--- src/hdl/bag_pkg.sv ---
// bag_pkg: shared types, field widths, register codes and lookup functions
// for the block average to glyph level block
// no dependencies
package bag_pkg;

  // configuration register widths and codes
  localparam int BW_W   = 7;
  localparam int FW_W   = 13;
  localparam int CFG_DW = 13;
  localparam int CFG_AW = 2;

  localparam logic [CFG_AW-1:0] REG_BLOCK_WIDTH  = 2'd0;
  localparam logic [CFG_AW-1:0] REG_BLOCK_HEIGHT = 2'd1;
  localparam logic [CFG_AW-1:0] REG_FRAME_WIDTH  = 2'd2;
  localparam logic [CFG_AW-1:0] REG_FRAME_HEIGHT = 2'd3;

  localparam logic [BW_W-1:0] BLOCK_WIDTH_RST  = 7'd8;
  localparam logic [BW_W-1:0] BLOCK_HEIGHT_RST = 7'd16;
  localparam logic [FW_W-1:0] FRAME_WIDTH_RST  = 13'd640;
  localparam logic [FW_W-1:0] FRAME_HEIGHT_RST = 13'd480;

  // largest value a register can hold
  localparam int BW_REG_MAX = (1 << BW_W) - 1;
  localparam int FW_REG_MAX = (1 << FW_W) - 1;

  // accumulator widths
  localparam int RUN_W = 14;
  localparam int TOT_W = 20;

  // shared divider
  localparam int DIV_NW = TOT_W;
  localparam int DIV_DW = 2 * BW_W;

  localparam int AVG_MAX = 255;
  localparam int LEVELS  = 13;

  typedef struct packed {
    logic [7:0] gray;
    logic       frame_start;
  } in_item_t;

  typedef struct packed {
    logic [7:0]  average;
    logic [3:0]  level;
    logic [6:0]  glyph;
    logic [9:0]  block_column;
    logic [11:0] block_line;
    logic        line_end;
    logic        frame_end;
  } out_item_t;

  // floor(avg * 12 / 255) by comparison against the twelve thresholds
  function automatic logic [3:0] level_of(input logic [7:0] avg);
    logic [11:0] prod;
    logic [3:0]  lvl;
    prod = 12'(avg) * 12'd12;
    lvl  = 4'd0;
    for (int k = 1; k < LEVELS; k++) begin
      if (prod >= 12'(AVG_MAX * k)) lvl = lvl + 4'd1;
    end
    return lvl;
  endfunction

  // character ramp " .,-~:;=!*#$@"
  function automatic logic [6:0] glyph_of(input logic [3:0] lvl);
    logic [6:0] g;
    case (lvl)
      4'd0:    g = 7'h20;
      4'd1:    g = 7'h2e;
      4'd2:    g = 7'h2c;
      4'd3:    g = 7'h2d;
      4'd4:    g = 7'h7e;
      4'd5:    g = 7'h3a;
      4'd6:    g = 7'h3b;
      4'd7:    g = 7'h3d;
      4'd8:    g = 7'h21;
      4'd9:    g = 7'h2a;
      4'd10:   g = 7'h23;
      4'd11:   g = 7'h24;
      4'd12:   g = 7'h40;
      default: g = 7'h20;
    endcase
    return g;
  endfunction

endpackage

--- src/hdl/bag_div.sv ---
// bag_div: restoring divider, one quotient bit per cycle
// depends on bag_pkg for operand widths
module bag_div import bag_pkg::*; (
  input  logic              clk,
  input  logic              rst,
  input  logic              start,
  input  logic [DIV_NW-1:0] dividend,
  input  logic [DIV_DW-1:0] divisor,
  output logic              done,
  output logic [DIV_NW-1:0] quotient
);

  localparam int CNT_W = $clog2(DIV_NW + 1);

  logic              busy;
  logic [CNT_W-1:0]  cnt;
  logic [DIV_NW-1:0] quo;
  logic [DIV_DW-1:0] rem;
  logic [DIV_DW-1:0] den;
  logic [DIV_DW:0]   trial;
  logic [DIV_DW:0]   diff;
  logic              fits;

  always_comb begin
    trial = {rem, quo[DIV_NW-1]};
    diff  = trial - {1'b0, den};
    fits  = trial >= {1'b0, den};
  end

  always_ff @(posedge clk) begin
    if (rst) begin
      busy <= 1'b0;
      done <= 1'b0;
      cnt  <= '0;
    end else begin
      done <= 1'b0;
      if (start) begin
        busy <= 1'b1;
        cnt  <= CNT_W'(DIV_NW);
      end else if (busy) begin
        cnt <= cnt - CNT_W'(1);
        if (cnt == CNT_W'(1)) begin
          busy <= 1'b0;
          done <= 1'b1;
        end
      end
    end
  end

  always_ff @(posedge clk) begin
    if (start) begin
      quo <= dividend;
      rem <= '0;
      den <= divisor;
    end else if (busy) begin
      quo <= {quo[DIV_NW-2:0], fits};
      rem <= fits ? diff[DIV_DW-1:0] : trial[DIV_DW-1:0];
    end
  end

  assign quotient = quo;

endmodule

--- config.mk ---
export PLATFORM = sky130hd
export DESIGN_NAME = bag_div
export DESIGN_NICKNAME = d
export VERILOG_FILES = /design/src/hdl/bag_pkg.sv /design/src/hdl/bag_div.sv
export SDC_FILE = /design/constraint.sdc
export NUM_CORES = 1
export LEC_CHECK = 0
export BUFFER_PORTS_ARGS = -buffer_cell sky130_fd_sc_hd__buf_2
export CORE_MARGIN = 2
export CORE_UTILIZATION = 35
export CTS_CLUSTER_DIAMETER = 30
export DETAILED_ROUTE_END_ITERATION = 10
export GPL_ROUTABILITY_DRIVEN = 0
export PLACE_DENSITY = 0.51
export SLEW_MARGIN = 20
export SYNTH_ARGS = -nofsm -noshare
export SYNTH_HDL_FRONTEND = slang
export SYNTH_SLANG_ARGS = --single-unit
--- constraint.sdc ---
create_clock -name clk -period 4.3 [get_ports clk]
set_clock_uncertainty 0.05 [all_clocks]
set_input_delay 0.86 -clock clk [delete_from_list [all_inputs] [get_ports clk]]
set_output_delay 0.86 -clock clk [all_outputs]
set_load 0.05 [all_outputs]
==> impl_summary.log <==
[metrics] outcome: complete, no violations
[metrics] input/output buffers: 57
[metrics] commonest non-fill, non-tap cell in the layout: sky130_fd_sc_hd__buf_2
[metrics] area taken by multi-input logic gates: 1348 µm²
[metrics] # setup viols final: 0
[metrics] hpwl dp: 3.943 mm
[metrics] fraction of the yosys area taken by sequential cells: 0.4959
[metrics] post-route DRC violation count: 0
[metrics] first-iteration detailed-routing DRC count: 66
[metrics] TritonRoute pass-1 iters: 4
[metrics] Post-CTS Hold Buffers: 0
[metrics] FF-to-FF End: rem[12]$_SDFFE_PP0P_
[metrics] post-route ant nets: 0
[metrics] slowest stage cell on the critical path: sky130_fd_sc_hd__fa_1
[metrics] WL per Instance: 13.60 µm
[metrics] sum of routed wire length over all layers: 5.630 mm
[metrics] sequential standard cell area: 1441 µm²
[metrics] antenna violations before repair: 0
[metrics] number of hold-slack violations in the final timing report: 0
[metrics] Die Y-Extent: 95.13 µm
[metrics] sinks on the clock net: 55
[metrics] H-tree Lvls: 2
[metrics] type of destination of the critical path: register
[metrics] Synth async-reset ratio: 0
[metrics] global-route wire length before repair: 9.439 mm
[metrics] arrival time at the worst endpoint: 2.85 ns
[metrics] worst setup slack after layout: 1.635 ns
[metrics] fill cell count: 773
[metrics] Nets: 363
[metrics] global-route congestion overflow total: 0
[metrics] Yosys cell types: 49
[metrics] cells on worst reg2reg path: 11
[metrics] maximum buffer depth of the clock tree: 2
[metrics] Slew headroom: 0.4784
[metrics] number of max-cap violations: 0
[metrics] routed via count: 1985
[metrics] Max rail drop VDD: 0.0001616 V
[metrics] num rows: 33
[metrics] synthesized instance count: 249
[metrics] critical path launch point type: register
[metrics] Final period util: 0.6197
[metrics] Netlist Area Pre-Place: 2907 µm²
[metrics] Skew-Pair Late Insertion Delay: 0.32 ns
[metrics] Initial Utilization: 0.3573
[metrics] Post-Place Worst Slack: 1.710 ns
[metrics] core region area: 8134 µm²
[metrics] classification of the worst setup path: register to register
[metrics] setup repair after global routing missed its margin: false
[metrics] transition time of the tightest slew-check pin: 0.7815 ns
[metrics] CTS Buf Count: 5
[metrics] # IOs: 58
[metrics] library cell used as clock root buffer: sky130_fd_sc_hd__clkbuf_8
[metrics] pin count of the biggest net entering global routing: 53
[metrics] Reg-to-Reg Start: quotient[19]$_DFFE_PP_
[metrics] signed area change from the synthesized netlist to the final layout: 17.61%
[metrics] power per standard cell area: 403.5 nW/µm²
[metrics] Period minus WS final: 2.665 ns
[metrics] Post-synth EDFFs: 34
[metrics] YS warnings: 0
[metrics] final count of pins violating max slew: 0
[metrics] maximum fanout count along the critical path: 3
[metrics] Worst Hold Path EP: rem[8]$_SDFFE_PP0P_
[metrics] total of flip-flops plus latches after synthesis: 55
[metrics] overall fraction of global-route tracks in use: 0.1353
[metrics] top achievable clock speed: 375.3 MHz
[metrics] vias in the first global route: 1944
[metrics] CTS tree: built
[metrics] total of cells resized after clock tree synthesis: 0
[metrics] Critical path buffers and inverters: 2
[metrics] Hold Startpoint: rem[8]$_SDFFE_PP0P_
[metrics] Worst path max stage delay: 0.42 ns
[metrics] Die Span X: 95.13 µm
[metrics] Lkg Pwr: 1.415 nW
[metrics] cell breakdown of the critical path: inv_1, ha_1, inv_1, fa_1, a211oi_1, o21ai_0, o311a_1, a311oi_1, xnor2_1, mux2i_1, a211oi_1
[metrics] worst-case register-to-register setup slack: 1.64 ns
[metrics] Largest delay share family, worst path: compound AO/OA/AOI/OAI gates
[metrics] share of final-layout standard cells stronger than drive strength 1: 0.3236
[metrics] floorplan die area: 9050 µm²
[metrics] worst min-delay path class: register to register
[metrics] highest-count cells in the layout ignoring fill and taps: sky130_fd_sc_hd__buf_2 (57), sky130_fd_sc_hd__edfxtp_1 (34), sky130_fd_sc_hd__nor2_1 (22)
[metrics] clock slew at reported path FFs: 0.11 ns
[metrics] data required time at the worst endpoint: 4.49 ns
[metrics] Final TNS setup: 0 ns
[metrics] hold-critical path depth: 2
[metrics] Overall Power: 1.379 mW
[metrics] Mean Syn Cell Area: 11.67 µm²
[metrics] Via-to-Cell Ratio: 4.795
[metrics] dominant synthesized flop cell: sky130_fd_sc_hd__edfxtp_1
[metrics] total nets after synthesis: 304
[metrics] number of antenna repair diodes: 0
[metrics] total setup buffers inserted after CTS: 0
## layout make-up
type	count	area share
sequential	55	0.4217
clock buffer	5	0.02013
multi-input combinational	167	0.3942
tap	105	0.03843
inverter	19	0.02086
timing repair buffer	60	0.09004
clock inverter	3	0.01464
## power breakdown
part / switching, mW / leakage [nW] / internal, mW
sequential: 0.0256 / 0.511 / 0.614
clock: 0.190 / 0.0607 / 0.180
combinational: 0.224 / 0.843 / 0.145
## sequential cells by signal, summed over array words and instances (netlist names)
| name | cells |
|---|---|
| busy | 1 |
| rem | 14 |
| quotient | 20 |
| den | 14 |
| cnt | 5 |
| done | 1 |
## synthesized netlist by cell type, types with 2 or more instances
library cell / count / area, µm²
sky130_fd_sc_hd__edfxtp_1: 34 / 1021
sky130_fd_sc_hd__nor2_1: 22 / 82.58
sky130_fd_sc_hd__dfxtp_1: 21 / 420.4
sky130_fd_sc_hd__mux2_2: 20 / 225.2
sky130_fd_sc_hd__inv_1: 19 / 71.32
sky130_fd_sc_hd__ha_1: 17 / 212.7
sky130_fd_sc_hd__mux2i_1: 12 / 120.1
sky130_fd_sc_hd__a211oi_1: 11 / 82.58
sky130_fd_sc_hd__nand2_1: 11 / 41.29
sky130_fd_sc_hd__xnor2_1: 11 / 96.34
sky130_fd_sc_hd__a21oi_1: 6 / 30.03
sky130_fd_sc_hd__clkbuf_1: 5 / 18.77
sky130_fd_sc_hd__o21ai_1: 5 / 25.02
sky130_fd_sc_hd__o21ai_0: 4 / 20.02
sky130_fd_sc_hd__xor2_1: 4 / 35.03
sky130_fd_sc_hd__nand2b_1: 3 / 18.77
sky130_fd_sc_hd__nor3_1: 3 / 15.01
sky130_fd_sc_hd__a21o_1: 2 / 15.01
sky130_fd_sc_hd__and2_1: 2 / 12.51
sky130_fd_sc_hd__buf_1: 2 / 7.510
sky130_fd_sc_hd__nand4_1: 2 / 12.51
sky130_fd_sc_hd__nor4_1: 2 / 12.51
sky130_fd_sc_hd__nor4b_1: 2 / 17.52
sky130_fd_sc_hd__o21ai_2: 2 / 17.52
sky130_fd_sc_hd__o21bai_1: 2 / 15.01
sky130_fd_sc_hd__or2_2: 2 / 12.51
## layer usage
| metal | up-vias | share of wire | track usage |
|---|---|---|---|
| met5 | - | 0 | 0 |
| met4 | 0 | 0.015 | 0.04710 |
| met3 | 6 | 0.040 | 0.02846 |
| met2 | 38 | 0.47 | 0.2236 |
| met1 | 924 | 0.47 | 0.1753 |
| li1 | 1017 | - | - |
## stage by stage
stage	cell area (µm²)	hold WS (ns)	utilization	std cells
4_1_cts	3418	0.4364	0.4202	414
2_1_floorplan	2907	0.3951	-	249
3_3_place_gp	3299	0.4124	0.4056	406
3_5_place_dp	3299	0.4210	0.4056	406
5_1_grt	3418	0.4570	0.4202	414
6_report	3418	0.4301	0.4202	414
## tightest hold or removal path: stages, from the launching register on
cell                      delay (ns)
sky130_fd_sc_hd__dfxtp_1        0.34
sky130_fd_sc_hd__nand2_1        0.06
sky130_fd_sc_hd__o21ai_1        0.05
## worst max-delay path by stage
stage / startpoint / to / slack [ns] / cells past startpoint
5_1_grt: quotient[19]$_DFFE_PP_ / rem[12]$_SDFFE_PP0P_ / 1.36 / 11
4_1_cts: quotient[19]$_DFFE_PP_ / rem[12]$_SDFFE_PP0P_ / 1.64 / 11
2_1_floorplan: quotient[19]$_DFFE_PP_ / rem[12]$_SDFFE_PP0P_ / 1.60 / 11
3_3_place_gp: quotient[19]$_DFFE_PP_ / rem[12]$_SDFFE_PP0P_ / 1.77 / 11
6_report: quotient[19]$_DFFE_PP_ / rem[12]$_SDFFE_PP0P_ / 1.64 / 11
3_5_place_dp: quotient[19]$_DFFE_PP_ / rem[12]$_SDFFE_PP0P_ / 1.71 / 11
## logic make-up after synthesis
logic type                 after synthesis  synth area share
xor gates and xnor gates                15           0.04520
adders and majority gates               18           0.08007
DFF                                     55            0.4959
buffers and inverters                   27           0.04047
AOI/OAI and AO/OA                       46            0.1223
muxes                                   33            0.1227
and+or+nand+nor                         55           0.09341
Note: power is estimated with default switching activity, not from simulation.
